**config.mk**
```make
export PLATFORM = sky130hd
export DESIGN_NAME = csv_field_tokenizer_top
export DESIGN_NICKNAME = d
export VERILOG_FILES = /design/src/sv/csvt_pkg.sv /design/src/sv/csv_field_tokenizer_top.sv /design/src/sv/csvt_front.sv /design/src/sv/csvt_cmd_fifo.sv /design/src/sv/csvt_back.sv
export SDC_FILE = /design/constraint.sdc
export NUM_CORES = 1
export LEC_CHECK = 0
export BUFFER_PORTS_ARGS = -buffer_cell sky130_fd_sc_hd__buf_2
export CAP_MARGIN = 10
export CORE_MARGIN = 4
export CORE_UTILIZATION = 30
export CTS_BUF_LIST = sky130_fd_sc_hd__clkbuf_16
export DETAILED_ROUTE_END_ITERATION = 6
export REMOVE_ABC_BUFFERS = 1
export SETUP_SLACK_MARGIN = 0.1
export SLEW_MARGIN = 40
export SYNTH_ARGS = -nofsm -noshare
export SYNTH_HDL_FRONTEND = slang
export SYNTH_SLANG_ARGS = --single-unit
```
**constraint.sdc**
```tcl
create_clock -name clk_i -period 5.75 [get_ports clk_i]
set_input_delay 0.2875 -clock clk_i [delete_from_list [all_inputs] [get_ports clk_i]]
set_output_delay 0.2875 -clock clk_i [all_outputs]
set_load 0.01 [all_outputs]
```
**src/sv/csvt_pkg.sv**
```systemverilog
package csvt_pkg;

  // Whitespace hold depth and the index and count widths that follow from it.
  localparam int unsigned HOLD_DEPTH = 16;
  localparam int unsigned HOLD_IW    = (HOLD_DEPTH > 1) ? $clog2(HOLD_DEPTH) : 1;
  localparam int unsigned HOLD_CW    = $clog2(HOLD_DEPTH + 1);

  // Command queue between the classifier and the emitter.
  localparam int unsigned CMDQ_DEPTH = 4;
  localparam int unsigned CMDQ_AW    = (CMDQ_DEPTH > 1) ? $clog2(CMDQ_DEPTH) : 1;
  localparam int unsigned CMDQ_CW    = $clog2(CMDQ_DEPTH + 1);

  localparam logic [15:0] DELIM_RESET = 16'd44;
  localparam logic [15:0] UNIT_QUOTE  = 16'h0022;
  localparam logic [15:0] UNIT_LF     = 16'h000A;
  localparam logic [15:0] UNIT_CR     = 16'h000D;

  typedef enum logic [1:0] {
    TOK_CONTENT    = 2'd0,
    TOK_FIELD_END  = 2'd1,
    TOK_RECORD_END = 2'd2
  } token_kind_e;

  typedef enum logic [1:0] {
    CMD_HOLD       = 2'd0,
    CMD_CONTENT    = 2'd1,
    CMD_FIELD_END  = 2'd2,
    CMD_RECORD_END = 2'd3
  } cmd_kind_e;

  typedef enum logic {
    PH_FIRST  = 1'b0,
    PH_SECOND = 1'b1
  } rec_phase_e;

  typedef struct packed {
    logic [15:0] text_unit;
    logic        end_of_content;
  } in_item_t;

  typedef struct packed {
    token_kind_e token_kind;
    logic [15:0] content_unit;
    logic        hold_overflow;
    logic        last_of_run;
  } result_t;

  typedef struct packed {
    cmd_kind_e   kind;
    logic [15:0] unit;
  } cmd_t;

  function automatic logic is_space(input logic [15:0] u);
    logic sp;
    sp = ((u >= 16'h0009) && (u <= 16'h000D)) || (u == 16'h0020) || (u == 16'h0085) ||
         (u == 16'h00A0) || (u == 16'h1680) || ((u >= 16'h2000) && (u <= 16'h200A)) ||
         (u == 16'h2028) || (u == 16'h2029) || (u == 16'h202F) || (u == 16'h205F) ||
         (u == 16'h3000);
    return sp;
  endfunction

endpackage

```
**src/sv/csv_field_tokenizer_top.sv**
```systemverilog
// Path: an accepted item's command is registered in the command queue, and its result then
// in the output register. Throughput: one item per cycle while each item gives at most one
// result and the queue is not full; the emitter gives one result per cycle while results are
// popped, so an item that flushes n held units gives n + 1 results, and a record end gives
// two. A four-entry command queue absorbs the difference.
// Reset: clears parser flags, queue, hold count and output; delimiter returns to comma.
module csv_field_tokenizer_top import csvt_pkg::*; (
  input  logic        clk_i,
  input  logic        rst_ni,
  input  logic        push,
  output logic        full,
  input  in_item_t    in_item_i,
  output logic        empty,
  input  logic        pop,
  output result_t     res_o,
  input  logic        delim_we_i,
  input  logic [15:0] delim_wdata_i
);

  logic item_acc;
  logic cmd_push, cmdq_full, cmd_valid, cmd_pop, res_valid;
  cmd_t cmd_wdata, cmd_head;

  assign item_acc = push && !full;
  assign full     = cmdq_full;
  assign empty    = !res_valid;

  csvt_front u_front (
    .clk_i         (clk_i),
    .rst_ni        (rst_ni),
    .delim_we_i    (delim_we_i),
    .delim_wdata_i (delim_wdata_i),
    .item_valid_i  (item_acc),
    .item_i        (in_item_i),
    .cmd_valid_o   (cmd_push),
    .cmd_o         (cmd_wdata)
  );

  csvt_cmd_fifo u_cmdq (
    .clk_i   (clk_i),
    .rst_ni  (rst_ni),
    .push_i  (cmd_push),
    .wdata_i (cmd_wdata),
    .pop_i   (cmd_pop),
    .full_o  (cmdq_full),
    .valid_o (cmd_valid),
    .rdata_o (cmd_head)
  );

  csvt_back u_back (
    .clk_i       (clk_i),
    .rst_ni      (rst_ni),
    .cmd_valid_i (cmd_valid),
    .cmd_i       (cmd_head),
    .cmd_pop_o   (cmd_pop),
    .res_valid_o (res_valid),
    .res_o       (res_o),
    .res_pop_i   (pop)
  );

  // The classifier only produces a command for an accepted transaction, so it never overruns.
  a_no_cmd_overrun: assert property (@(posedge clk_i) disable iff (!rst_ni)
    cmd_push |-> !cmdq_full)
    else $error("command written into a full queue");

  a_marks_carry_no_unit: assert property (@(posedge clk_i) disable iff (!rst_ni)
    (!empty && res_o.token_kind != TOK_CONTENT) |->
      (res_o.content_unit == '0 && !res_o.hold_overflow))
    else $error("field or record mark carries a unit or overflow flag");

  a_overflow_alone: assert property (@(posedge clk_i) disable iff (!rst_ni)
    (!empty && res_o.hold_overflow) |->
      (res_o.token_kind == TOK_CONTENT && res_o.last_of_run))
    else $error("overflowed unit is not the only result of its transaction");

  a_record_end_last: assert property (@(posedge clk_i) disable iff (!rst_ni)
    (!empty && res_o.token_kind == TOK_RECORD_END) |-> res_o.last_of_run)
    else $error("record end is not the last result of its transaction");

endmodule

```
**src/sv/csvt_front.sv**
```systemverilog
module csvt_front import csvt_pkg::*; (
  input  logic        clk_i,
  input  logic        rst_ni,
  input  logic        delim_we_i,
  input  logic [15:0] delim_wdata_i,
  input  logic        item_valid_i,
  input  in_item_t    item_i,
  output logic        cmd_valid_o,
  output cmd_t        cmd_o
);

  logic [15:0] delim_q;
  logic quoted_q, quoted_d;
  logic qseen_q, qseen_d;
  logic cr_q, cr_d;
  logic fhc_q, fhc_d;
  logic rpf_q, rpf_d;

  logic [15:0] u;
  logic take_unq, take_cont, field_end, rec_end;

  assign u = item_i.text_unit;

  always_comb begin
    quoted_d    = quoted_q;
    qseen_d     = qseen_q;
    cr_d        = cr_q;
    fhc_d       = fhc_q;
    rpf_d       = rpf_q;
    take_unq    = 1'b0;
    take_cont   = 1'b0;
    field_end   = 1'b0;
    rec_end     = 1'b0;
    cmd_valid_o = 1'b0;
    cmd_o.kind  = CMD_CONTENT;
    cmd_o.unit  = u;

    if (item_valid_i) begin
      if (item_i.end_of_content) begin
        rec_end  = 1'b1;
        quoted_d = 1'b0;
        qseen_d  = 1'b0;
        cr_d     = 1'b0;
      end else if (qseen_q) begin
        qseen_d = 1'b0;
        if (u == UNIT_QUOTE) begin
          take_cont = 1'b1;
        end else begin
          quoted_d = 1'b0;
          take_unq = 1'b1;
        end
      end else if (cr_q) begin
        // The LF of a CRLF pair has already been handled by the CR.
        cr_d = 1'b0;
        if (u != UNIT_LF) begin
          take_unq = 1'b1;
        end
      end else if (quoted_q) begin
        if (u == UNIT_QUOTE) begin
          qseen_d = 1'b1;
        end else begin
          take_cont = 1'b1;
        end
      end else begin
        take_unq = 1'b1;
      end
    end

    if (take_unq) begin
      if (u == UNIT_QUOTE) begin
        quoted_d = 1'b1;
      end else if (u == delim_q) begin
        field_end = 1'b1;
      end else if (u == UNIT_LF) begin
        rec_end = 1'b1;
      end else if (u == UNIT_CR) begin
        rec_end = 1'b1;
        cr_d    = 1'b1;
      end else begin
        take_cont = 1'b1;
      end
    end

    if (take_cont) begin
      if (is_space(u)) begin
        // Leading whitespace is dropped; later whitespace goes to the hold.
        if (fhc_q) begin
          cmd_valid_o = 1'b1;
          cmd_o.kind  = CMD_HOLD;
        end
      end else begin
        cmd_valid_o = 1'b1;
        cmd_o.kind  = CMD_CONTENT;
        fhc_d       = 1'b1;
      end
    end

    if (field_end) begin
      cmd_valid_o = 1'b1;
      cmd_o.kind  = CMD_FIELD_END;
      fhc_d       = 1'b0;
      rpf_d       = 1'b1;
    end

    if (rec_end) begin
      // A record of one empty field emits nothing, and its hold is already empty.
      if (rpf_q || fhc_q) begin
        cmd_valid_o = 1'b1;
        cmd_o.kind  = CMD_RECORD_END;
      end
      fhc_d = 1'b0;
      rpf_d = 1'b0;
    end
  end

  always_ff @(posedge clk_i or negedge rst_ni) begin
    if (!rst_ni) begin
      delim_q  <= DELIM_RESET;
      quoted_q <= 1'b0;
      qseen_q  <= 1'b0;
      cr_q     <= 1'b0;
      fhc_q    <= 1'b0;
      rpf_q    <= 1'b0;
    end else begin
      if (delim_we_i) begin
        delim_q <= delim_wdata_i;
      end
      quoted_q <= quoted_d;
      qseen_q  <= qseen_d;
      cr_q     <= cr_d;
      fhc_q    <= fhc_d;
      rpf_q    <= rpf_d;
    end
  end

endmodule

```
**src/sv/csvt_cmd_fifo.sv**
```systemverilog
module csvt_cmd_fifo import csvt_pkg::*; (
  input  logic clk_i,
  input  logic rst_ni,
  input  logic push_i,
  input  cmd_t wdata_i,
  input  logic pop_i,
  output logic full_o,
  output logic valid_o,
  output cmd_t rdata_o
);

  cmd_t                 entries_q [CMDQ_DEPTH];
  logic [CMDQ_AW-1:0]   wr_ptr_q, rd_ptr_q;
  logic [CMDQ_CW-1:0]   count_q;
  logic                 do_push, do_pop;

  function automatic logic [CMDQ_AW-1:0] ptr_inc(input logic [CMDQ_AW-1:0] p);
    logic [CMDQ_AW-1:0] n;
    if (p == CMDQ_AW'(CMDQ_DEPTH - 1)) begin
      n = '0;
    end else begin
      n = p + CMDQ_AW'(1);
    end
    return n;
  endfunction

  assign full_o  = (count_q == CMDQ_CW'(CMDQ_DEPTH));
  assign valid_o = (count_q != '0);
  assign rdata_o = entries_q[rd_ptr_q];
  assign do_push = push_i && !full_o;
  assign do_pop  = pop_i && valid_o;

  always_ff @(posedge clk_i) begin
    if (do_push) begin
      entries_q[wr_ptr_q] <= wdata_i;
    end
  end

  always_ff @(posedge clk_i or negedge rst_ni) begin
    if (!rst_ni) begin
      wr_ptr_q <= '0;
      rd_ptr_q <= '0;
      count_q  <= '0;
    end else begin
      if (do_push) begin
        wr_ptr_q <= ptr_inc(wr_ptr_q);
      end
      if (do_pop) begin
        rd_ptr_q <= ptr_inc(rd_ptr_q);
      end
      if (do_push && !do_pop) begin
        count_q <= count_q + CMDQ_CW'(1);
      end else if (do_pop && !do_push) begin
        count_q <= count_q - CMDQ_CW'(1);
      end
    end
  end

endmodule

```
**src/sv/csvt_back.sv**
```systemverilog
module csvt_back import csvt_pkg::*; (
  input  logic    clk_i,
  input  logic    rst_ni,
  input  logic    cmd_valid_i,
  input  cmd_t    cmd_i,
  output logic    cmd_pop_o,
  output logic    res_valid_o,
  output result_t res_o,
  input  logic    res_pop_i
);

  logic [15:0]        hold_regs_q [HOLD_DEPTH];
  logic [HOLD_IW-1:0] head_q, head_d;
  logic [HOLD_CW-1:0] cnt_q, cnt_d;
  logic [HOLD_IW-1:0] tail;
  logic [HOLD_CW:0]   tail_sum;
  logic               hold_we;
  rec_phase_e         phase_q, phase_d;

  logic    out_valid_q, out_valid_d;
  result_t out_q, res_d;
  logic    emit, out_ok;

  assign tail_sum = (HOLD_CW + 1)'(head_q) + (HOLD_CW + 1)'(cnt_q);
  assign tail     = (tail_sum >= (HOLD_CW + 1)'(HOLD_DEPTH))
                  ? HOLD_IW'(tail_sum - (HOLD_CW + 1)'(HOLD_DEPTH))
                  : HOLD_IW'(tail_sum);

  function automatic logic [HOLD_IW-1:0] idx_inc(input logic [HOLD_IW-1:0] p);
    logic [HOLD_IW-1:0] n;
    if (p == HOLD_IW'(HOLD_DEPTH - 1)) begin
      n = '0;
    end else begin
      n = p + HOLD_IW'(1);
    end
    return n;
  endfunction

  assign out_ok = !out_valid_q || res_pop_i;

  always_comb begin
    head_d              = head_q;
    cnt_d               = cnt_q;
    phase_d             = phase_q;
    hold_we             = 1'b0;
    cmd_pop_o           = 1'b0;
    emit                = 1'b0;
    res_d.token_kind    = TOK_CONTENT;
    res_d.content_unit  = '0;
    res_d.hold_overflow = 1'b0;
    res_d.last_of_run   = 1'b0;

    if (cmd_valid_i && out_ok) begin
      unique case (cmd_i.kind)
        CMD_HOLD: begin
          cmd_pop_o = 1'b1;
          hold_we   = 1'b1;
          if (cnt_q == HOLD_CW'(HOLD_DEPTH)) begin
            // Hold full: the oldest unit leaves flagged and the new one takes its slot.
            emit                = 1'b1;
            res_d.content_unit  = hold_regs_q[head_q];
            res_d.hold_overflow = 1'b1;
            res_d.last_of_run   = 1'b1;
            head_d              = idx_inc(head_q);
          end else begin
            cnt_d = cnt_q + HOLD_CW'(1);
          end
        end
        CMD_CONTENT: begin
          emit = 1'b1;
          if (cnt_q != '0) begin
            res_d.content_unit = hold_regs_q[head_q];
            head_d             = idx_inc(head_q);
            cnt_d              = cnt_q - HOLD_CW'(1);
          end else begin
            res_d.content_unit = cmd_i.unit;
            res_d.last_of_run  = 1'b1;
            cmd_pop_o          = 1'b1;
          end
        end
        CMD_FIELD_END: begin
          emit              = 1'b1;
          res_d.token_kind  = TOK_FIELD_END;
          res_d.last_of_run = 1'b1;
          cnt_d             = '0;
          cmd_pop_o         = 1'b1;
        end
        CMD_RECORD_END: begin
          emit = 1'b1;
          unique case (phase_q)
            PH_FIRST: begin
              res_d.token_kind = TOK_FIELD_END;
              phase_d          = PH_SECOND;
            end
            PH_SECOND: begin
              res_d.token_kind  = TOK_RECORD_END;
              res_d.last_of_run = 1'b1;
              cnt_d             = '0;
              cmd_pop_o         = 1'b1;
              phase_d           = PH_FIRST;
            end
            default: begin
              phase_d = PH_FIRST;
            end
          endcase
        end
        default: begin
          cmd_pop_o = 1'b1;
        end
      endcase
    end

    if (emit) begin
      out_valid_d = 1'b1;
    end else if (res_pop_i) begin
      out_valid_d = 1'b0;
    end else begin
      out_valid_d = out_valid_q;
    end
  end

  always_ff @(posedge clk_i) begin
    if (hold_we) begin
      hold_regs_q[tail] <= cmd_i.unit;
    end
    if (emit) begin
      out_q <= res_d;
    end
  end

  always_ff @(posedge clk_i or negedge rst_ni) begin
    if (!rst_ni) begin
      head_q      <= '0;
      cnt_q       <= '0;
      phase_q     <= PH_FIRST;
      out_valid_q <= 1'b0;
    end else begin
      head_q      <= head_d;
      cnt_q       <= cnt_d;
      phase_q     <= phase_d;
      out_valid_q <= out_valid_d;
    end
  end

  assign res_valid_o = out_valid_q;
  assign res_o       = out_q;

endmodule
```
==> summary.md, run 1 <==
* **area of the core** 51700 um^2
* **length of the first detailed-routing pass in iterations** 5
* **LEAKAGE** 6.10 nW
* **total CTS buffers** 41
* **Post-Synthesis Mean Instance Area** 19.5 um^2
* **vias in the first global route** 8055
* **flop2flop setup slack** 2.15 ns
* **reg2reg end** u_cmdq.count_q[1]$_DFFE_PN0P_
* **Post-CTS Setup Bufs** 0
* **Worst Path Max Fanout** 8
* **cell count of the worst hold path** 1
* **number of antenna cells inserted** 0
* **Worst VDD drop** 0.301 mV
* **buffers added on ports** 59
* **crit end category** flop
* **overall global routing resource usage** 11.3%
* **clock tree root buffer cell** sky130_fd_sc_hd__clkbuf_16
* **hold-fix buffer count after cts** 19
* **top achievable clock speed** 278 MHz
* **storage element area** 11400 um^2
* **routed via count** 7733
* **number of routed nets with antenna violations** 0
* **total design power** 9.62 mW
* **clock input transition at the sequential cells of the worst setup and hold paths** 0.06 ns
* **Setup Crit Path Kind** reg2reg
* **power density over cell area** 521 nW/um^2
* **Yosys reg bits** 387
* **synthesized netlist cell count** 810
* **share of synthesized registers carrying an async set or reset** 10.1%
* **count of flip-flops with a built-in enable after synthesis** 348
* **cell area after layout** 18500 um^2
* **Core Util, Final** 35.7%
* **origin of the critical flop-to-flop path** u_cmdq.count_q[1]$_DFFE_PN0P_
* **layout cells sized above 1** 30.3%
* **worst hold path type** in2reg
* **min-delay src** in_item_i[9]
* **flip-flop cell with the highest count after synthesis** sky130_fd_sc_hd__edfxtp_1
* **overflow left after global routing** 0
* **nature of the critical path startpoint** flop
* **post_cts resized** 0
* **max capacitance violation total** 0
* **fraction of the yosys area taken by sequential cells** 72.4%
* **Routed WL per cell** 19.7 um
* **wire length of the first global-routing pass** 49200 um
* **number of nets in the final layout** 955
* **estimated wirelength of the detail-placed design** 19900 um
* **initial antenna violation count** 0
* **clock sink count** 387
* **largest net degree at the start of global routing** 47
* **final critical delay including setup and external delays** 3.60 ns
* **placed standard-cell area** 17000 um^2
* **final-report max-slew violation count** 0
* **die height** 237 um
* **final hold violations** 0
* **clock skew** 0.0310 ns
* **DRT iter0 DRCs** 658
* **Post-Synthesis Cell Area** 15800 um^2
* **count of unresolved DRC violations after routing** 0
* **worst hold slack after final layout** 0.0592 ns
* **routability-driven placement congestion ratio** 0.766
* **detail-routed via count per cell** 4.80
* **Top-Level Pins** 60
* **Register-to-Register Path Depth** 12
* **die width** 237 um
* **part of the cycle the worst path needs** 62.5%
* **worst skew pair latency** 0.55 ns
* **maximum root-to-sink buffer count** 3
* **count of filler cells inserted in the layout** 4820
* **area growth from synthesis to layout** 17.0%
* **final setup violation count** 0
* **normalized max-slew margin** 45.4%
* **yosys synthesis warning count** 0
* **die outline area** 56400 um^2
* **CP Data Required Time** 6.16 ns
* **measured slew at the worst slew-check pin** 0.812 ns
* **setup TNS** 0 ns
* **Routed WL** 31700 um
* **unrepaired setup endpoints after global routing** false
* **end point of the most critical hold path** u_cmdq.entries_q[3][8]$_DFFE_PP_
* **clock tree from TritonCTS** built
* **initial standard-cell utilization of the core** 30.5%
* **H-tree levels** 2
* **run status** completed
* **worst path arrival time** 4.00 ns
* **area occupied by multi-input gates** 4270 um^2
* **count of distinct cell types in the synthesized netlist** 57
* **row cnt** 83
==> routing by layer <==
| metal | global-route usage, % | vias up | wire, um |
|---|---|---|---|
| li1 | - | 3475 | - |
| met1 | 16.4 | 4009 | 14800 |
| met2 | 17.2 | 195 | 14500 |
| met3 | 2.27 | 54 | 1610 |
| met4 | 3.33 | 0 | 785 |
| met5 | 0 | - | 0 |
==> worst max path at each step <==
| stage | cells after the start | slack [ns] | end | from |
|---|---|---|---|---|
| finish | 12 | 2.15 | u_cmdq.count_q[1]$_DFFE_PN0P_ | u_cmdq.count_q[1]$_DFFE_PN0P_ |
| global route | 12 | 1.88 | u_cmdq.count_q[1]$_DFFE_PN0P_ | u_cmdq.count_q[1]$_DFFE_PN0P_ |
| CTS | 7 | 1.86 | u_back.hold_regs_q[3][4]$_DFFE_PP_ | u_cmdq.rd_ptr_q[0]$_DFFE_PN0P_ |
| detailed placement | 7 | 1.88 | u_back.hold_regs_q[3][6]$_DFFE_PP_ | u_cmdq.rd_ptr_q[0]$_DFFE_PN0P_ |
| global placement | 7 | 1.98 | u_back.hold_regs_q[7][0]$_DFFE_PP_ | u_cmdq.rd_ptr_q[0]$_DFFE_PN0P_ |
| floorplan | 4 | 0.64 | u_back.hold_regs_q[0][0]$_DFFE_PP_ | u_back.head_q[0]$_DFFE_PN0P_ |
==> Yosys cell counts, drive strengths merged, types with 2 or more instances <==
master   instances  area share (%)
nor2b            9            0.37
clkbuf          23            0.55
nand2b           5            0.25
nor4            10            0.53
o2111ai          2            0.11
nand3            6            0.19
xor2            21             1.2
mux2            24             1.8
mux2i            2            0.13
nand4            6            0.24
edfxtp         348              66
ha              13             1.0
a22oi           16            0.76
mux4            98              14
nor4b            3            0.17
a21oi           13            0.41
nand2           22            0.52
buf             17            0.55
nor2            57             1.4
dfstp            3            0.50
a21o             5            0.24
nor3b            2            0.13
a31oi            6            0.24
a31o             2            0.11
and3             2           0.079
inv             11            0.26
o21ai           10            0.32
fa               3            0.38
or3              3            0.12
and2             2           0.079
nor3             7            0.25
and2b            2           0.095
xnor2            8            0.44
dfrtp           36             5.7
==> cell usage in the layout, fill, tap and decap left out, types with 3 or more instances in the layout <==
cell type	netlist	routed
sky130_fd_sc_hd__nand4_1	6	6
sky130_fd_sc_hd__buf_4	0	10
sky130_fd_sc_hd__nor2_1	57	41
sky130_fd_sc_hd__a31oi_1	6	6
sky130_fd_sc_hd__nand3_1	6	6
sky130_fd_sc_hd__buf_2	12	58
sky130_fd_sc_hd__fa_1	3	3
sky130_fd_sc_hd__a21oi_1	13	12
sky130_fd_sc_hd__dfstp_2	3	3
sky130_fd_sc_hd__nor4_1	8	8
sky130_fd_sc_hd__ha_1	13	13
sky130_fd_sc_hd__xnor2_1	8	8
sky130_fd_sc_hd__nor3_1	6	6
sky130_fd_sc_hd__clkinv_1	0	5
sky130_fd_sc_hd__o21ai_0	10	10
sky130_fd_sc_hd__mux2_2	22	22
sky130_fd_sc_hd__nand2_1	22	21
sky130_fd_sc_hd__clkinv_2	0	5
sky130_fd_sc_hd__nor2b_1	8	8
sky130_fd_sc_hd__bufinv_16	0	4
sky130_fd_sc_hd__nand2b_1	4	4
sky130_fd_sc_hd__or3_1	3	3
sky130_fd_sc_hd__a21o_1	5	5
sky130_fd_sc_hd__nor2_4	0	16
sky130_fd_sc_hd__mux4_2	98	98
sky130_fd_sc_hd__clkbuf_16	0	41
sky130_fd_sc_hd__dfrtp_1	36	33
sky130_fd_sc_hd__inv_1	11	23
sky130_fd_sc_hd__a22oi_1	16	16
sky130_fd_sc_hd__dlygate4sd3_1	0	19
sky130_fd_sc_hd__xor2_1	21	21
sky130_fd_sc_hd__edfxtp_1	348	348
sky130_fd_sc_hd__nor4b_1	3	3
==> cell type report <==
type | count | area share [%]
clock inverter | 32 | 1.51
sequential | 387 | 61.9
clock buffer | 41 | 5.55
tap | 680 | 4.61
multi-input combinational | 372 | 23.1
inverter | 11 | 0.223
timing repair buffer | 88 | 3.07
==> sequential cells by signal, summed over array words and instances, names as in the netlist, 2 cells and up <==
name	cells
u_back.hold_regs_q	256
u_cmdq.entries_q	72
u_back.res_o	20
u_front.delim_q	16
u_back.cnt_q	5
u_back.head_q	4
u_cmdq.count_q	3
u_cmdq.rd_ptr_q	2
u_cmdq.wr_ptr_q	2
==> worst max-delay path, cell delays in order, from the launching register on <==
cell and delay (ns):
sky130_fd_sc_hd__dfrtp_1 0.44, sky130_fd_sc_hd__nor3b_1 0.53, sky130_fd_sc_hd__nand2b_1 0.36, sky130_fd_sc_hd__nor2_1 0.11, sky130_fd_sc_hd__o211a_1 0.16, sky130_fd_sc_hd__a31oi_1 0.35, sky130_fd_sc_hd__nand2b_4 0.09, sky130_fd_sc_hd__a211oi_4 0.39
sky130_fd_sc_hd__inv_1 0.09, sky130_fd_sc_hd__ha_1 0.22, sky130_fd_sc_hd__inv_1 0.08, sky130_fd_sc_hd__fa_1 0.40, sky130_fd_sc_hd__mux2_2 0.27
==> cells by family (layout without fill, tap and decap cells) <==
kind of cell,count (synthesis),after routing,synth area share (%)
xor gates and xnor gates,29,29,1.61
muxes,124,124,15.9
and+or+nand+nor,140,140,4.59
DFF,387,387,72.4
AOI/OAI and AO/OA,63,63,2.77
adders and majority gates,16,16,1.41
buffers and inverters,51,172,1.36
==> power breakdown <==
| part | total [mW] | internal (mW) | switching (mW) |
|---|---|---|---|
| sequential | 4.10 | 3.83 | 0.271 |
| clock | 2.55 | 1.49 | 1.06 |
| combinational | 2.97 | 1.21 | 1.76 |
| total | 9.62 | 6.52 | 3.10 |
==> per-stage QoR <==
step / cells / setup WS, ns
2_1_floorplan: 770 / 0.645
3_3_place_gp: 1519 / 1.98
3_5_place_dp: 1519 / 1.88
4_1_cts: 1611 / 1.86
5_1_grt: 1611 / 1.88
6_report: 1611 / 2.15
(Power assumes the default switching activity.)
==> run 2, diff against run 1 <==
==> constraint.sdc (replaced) <==
create_clock -name clk_i -period 3.4 [get_ports clk_i]
set_input_delay 0.17 -clock clk_i [delete_from_list [all_inputs] [get_ports clk_i]]
set_output_delay 0.17 -clock clk_i [all_outputs]
set_load 0.01 [all_outputs]
==> run 2 against run 1 <==
Net effect: final cell count is 3.6% higher; combinational power is 74% higher; sequential cell count stayed put; count of clock-buffer cells in the layout is 2 higher; total power is 70% higher; core utilization is 0.90 points higher; clock power is 71% higher.
==> summary.md, run 2 (synthesized netlist as in run 1, its figures left out) <==
* **run status** completed
* **Worst Path Max Fanout** 7
* **worst hold path type** in2reg
* **overall global routing resource usage** 11.9%
* **worst hold slack after final layout** 0.0415 ns
* **worst path arrival time** 3.61 ns
* **clock tree root buffer cell** sky130_fd_sc_hd__clkbuf_16
* **Setup Crit Path Kind** in2reg
* **routability-driven placement congestion ratio** 0.791
* **DRT iter0 DRCs** 578
* **die width** 237 um
* **number of routed nets with antenna violations** 0
* **smallest setup slack after layout** 0.207 ns
* **detail-routed via count per cell** 4.81
* **part of the cycle the worst path needs** 93.9%
* **clock sink count** 387
* **Critical Path Start** in_item_i[15]
* **number of nets in the final layout** 1012
* **most flop-heavy register** u_back.hold_regs_q
* **storage element area** 11400 um^2
* **layout cells sized above 1** 33.0%
* **vias in the first global route** 8450
* **reg2reg end** u_cmdq.count_q[1]$_DFFE_PN0P_
* **length of the first detailed-routing pass in iterations** 5
* **final critical delay including setup and external delays** 3.19 ns
* **count of unresolved DRC violations after routing** 0
* **total CTS buffers** 41
* **final hold violations** 0
* **initial standard-cell utilization of the core** 30.5%
* **flop2flop setup slack** 0.30 ns
* **worst skew pair latency** 0.54 ns
* **clock input transition at the sequential cells of the worst setup and hold paths** 0.06 ns
* **Routed WL** 33900 um
* **Top-Level Pins** 60
* **Worst VDD drop** 0.461 mV
* **pre-CTS setup slack** 0.198 ns
* **top achievable clock speed** 313 MHz
* **nature of the critical path startpoint** input port
* **destination of the critical timing path** u_cmdq.count_q[1]$_DFFE_PN0P_
* **commonest cells after routing, fill and taps aside** sky130_fd_sc_hd__edfxtp_1, sky130_fd_sc_hd__mux4_2, sky130_fd_sc_hd__buf_2
* **area occupied by multi-input gates** 4220 um^2
* **cell area after layout** 18900 um^2
* **final-report max-slew violation count** 0
* **power density over cell area** 861 nW/um^2
* **normalized max-slew margin** 41.3%
* **crit end category** flop
* **measured slew at the worst slew-check pin** 0.873 ns
* **final setup violation count** 0
* **Largest register FFs** 256
* **area of the core** 51700 um^2
* **wire length of the first global-routing pass** 52000 um
* **die height** 237 um
* **LEAKAGE** 6.40 nW
* **initial antenna violation count** 0
* **row cnt** 83
* **routed via count** 8033
* **die outline area** 56400 um^2
* **clock skew** 0.0202 ns
* **Routed WL per cell** 20.3 um
* **number of antenna cells inserted** 0
* **most frequent standard cell in the layout excluding fill and tap cells** sky130_fd_sc_hd__edfxtp_1
* **estimated wirelength of the detail-placed design** 21100 um
* **buffers added on ports** 59
* **max capacitance violation total** 0
* **total design power** 16.3 mW
* **overflow left after global routing** 0
* **Register-to-Register Path Depth** 12
* **H-tree levels** 2
* **area growth from synthesis to layout** 20.0%
* **clock tree from TritonCTS** built
* **CP Data Required Time** 3.82 ns
* **placed standard-cell area** 17200 um^2
* **origin of the critical flop-to-flop path** u_cmdq.count_q[1]$_DFFE_PN0P_
* **unrepaired setup endpoints after global routing** true
* **maximum root-to-sink buffer count** 3
* **largest net degree at the start of global routing** 47
* **count of filler cells inserted in the layout** 4783
==> run 2: through the flow <==
step	utilization, %	cells	setup TNS, ns
6_report	36.6	1669	0
5_1_grt	36.6	1669	0
4_1_cts	36.5	1667	0
3_5_place_dp	33.3	1559	0
3_3_place_gp	33.3	1559	0
2_1_floorplan	-	770	-384.31
==> run 2: per-layer routing <==
metal	track usage [%]	wire (um)
met1	16.5	15000
met2	19.6	16500
met3	2.27	1740
met5	0	0
met4	2.94	634
==> run 2: power by group <==
| part | total (mW) | leakage (nW) | internal [mW] | switching, mW |
|---|---|---|---|---|
| combinational | 5.18 | 2.09 | 2.17 | 3.01 |
| clock | 4.37 | 0.683 | 2.59 | 1.78 |
| sequential | 6.77 | 3.63 | 6.48 | 0.290 |
==> run 2: worst max-delay path, cell delays in order <==
cell and delay, ns:
sky130_fd_sc_hd__dlygate4sd3_1 0.53, sky130_fd_sc_hd__buf_2 0.18, sky130_fd_sc_hd__nor4_4 0.39, sky130_fd_sc_hd__and4_4 0.28, sky130_fd_sc_hd__a31oi_1 0.11, sky130_fd_sc_hd__mux2_4 0.30, sky130_fd_sc_hd__a31o_4 0.24, sky130_fd_sc_hd__a21o_1 0.20
sky130_fd_sc_hd__a211oi_4 0.20, sky130_fd_sc_hd__inv_1 0.07, sky130_fd_sc_hd__ha_1 0.20, sky130_fd_sc_hd__inv_1 0.07, sky130_fd_sc_hd__fa_1 0.40, sky130_fd_sc_hd__mux2_2 0.27
==> run 2: what timing repair did <==
item	CTS	global route
endpoints found under the hold margin	118	0
setup endpoints to repair	0	2
gates resized for setup	0	5
hold buffers	34	0
setup buffers	0	2
==> run 2: final cells by class <==
| cell class | instances | area share (%) |
|---|---|---|
| sequential | 387 | 60.4 |
| multi-input combinational | 372 | 22.3 |
| timing repair buffer | 145 | 5.69 |
| clock buffer | 43 | 5.68 |
| tap | 680 | 4.49 |
| clock inverter | 31 | 1.29 |
| inverter | 11 | 0.218 |
==> run 2: how the worst min path moves through the flow <==
stage / startpoint / to / slack (ns) / cells past startpoint
floorplan: rst_ni / u_back.cnt_q[0]$_DFFE_PN0P_ / -0.13 / 0
global placement: pop / u_back.res_valid_o$_DFFE_PN0P_ / 0.36 / 2
detailed placement: rst_ni / u_cmdq.wr_ptr_q[1]$_DFFE_PN0P_ / 0.19 / 1
CTS: in_item_i[8] / u_cmdq.entries_q[2][7]$_DFFE_PP_ / 0.002 / 1
global route: in_item_i[8] / u_cmdq.entries_q[3][7]$_DFFE_PP_ / 0.03 / 1
finish: in_item_i[8] / u_cmdq.entries_q[2][7]$_DFFE_PP_ / 0.04 / 1
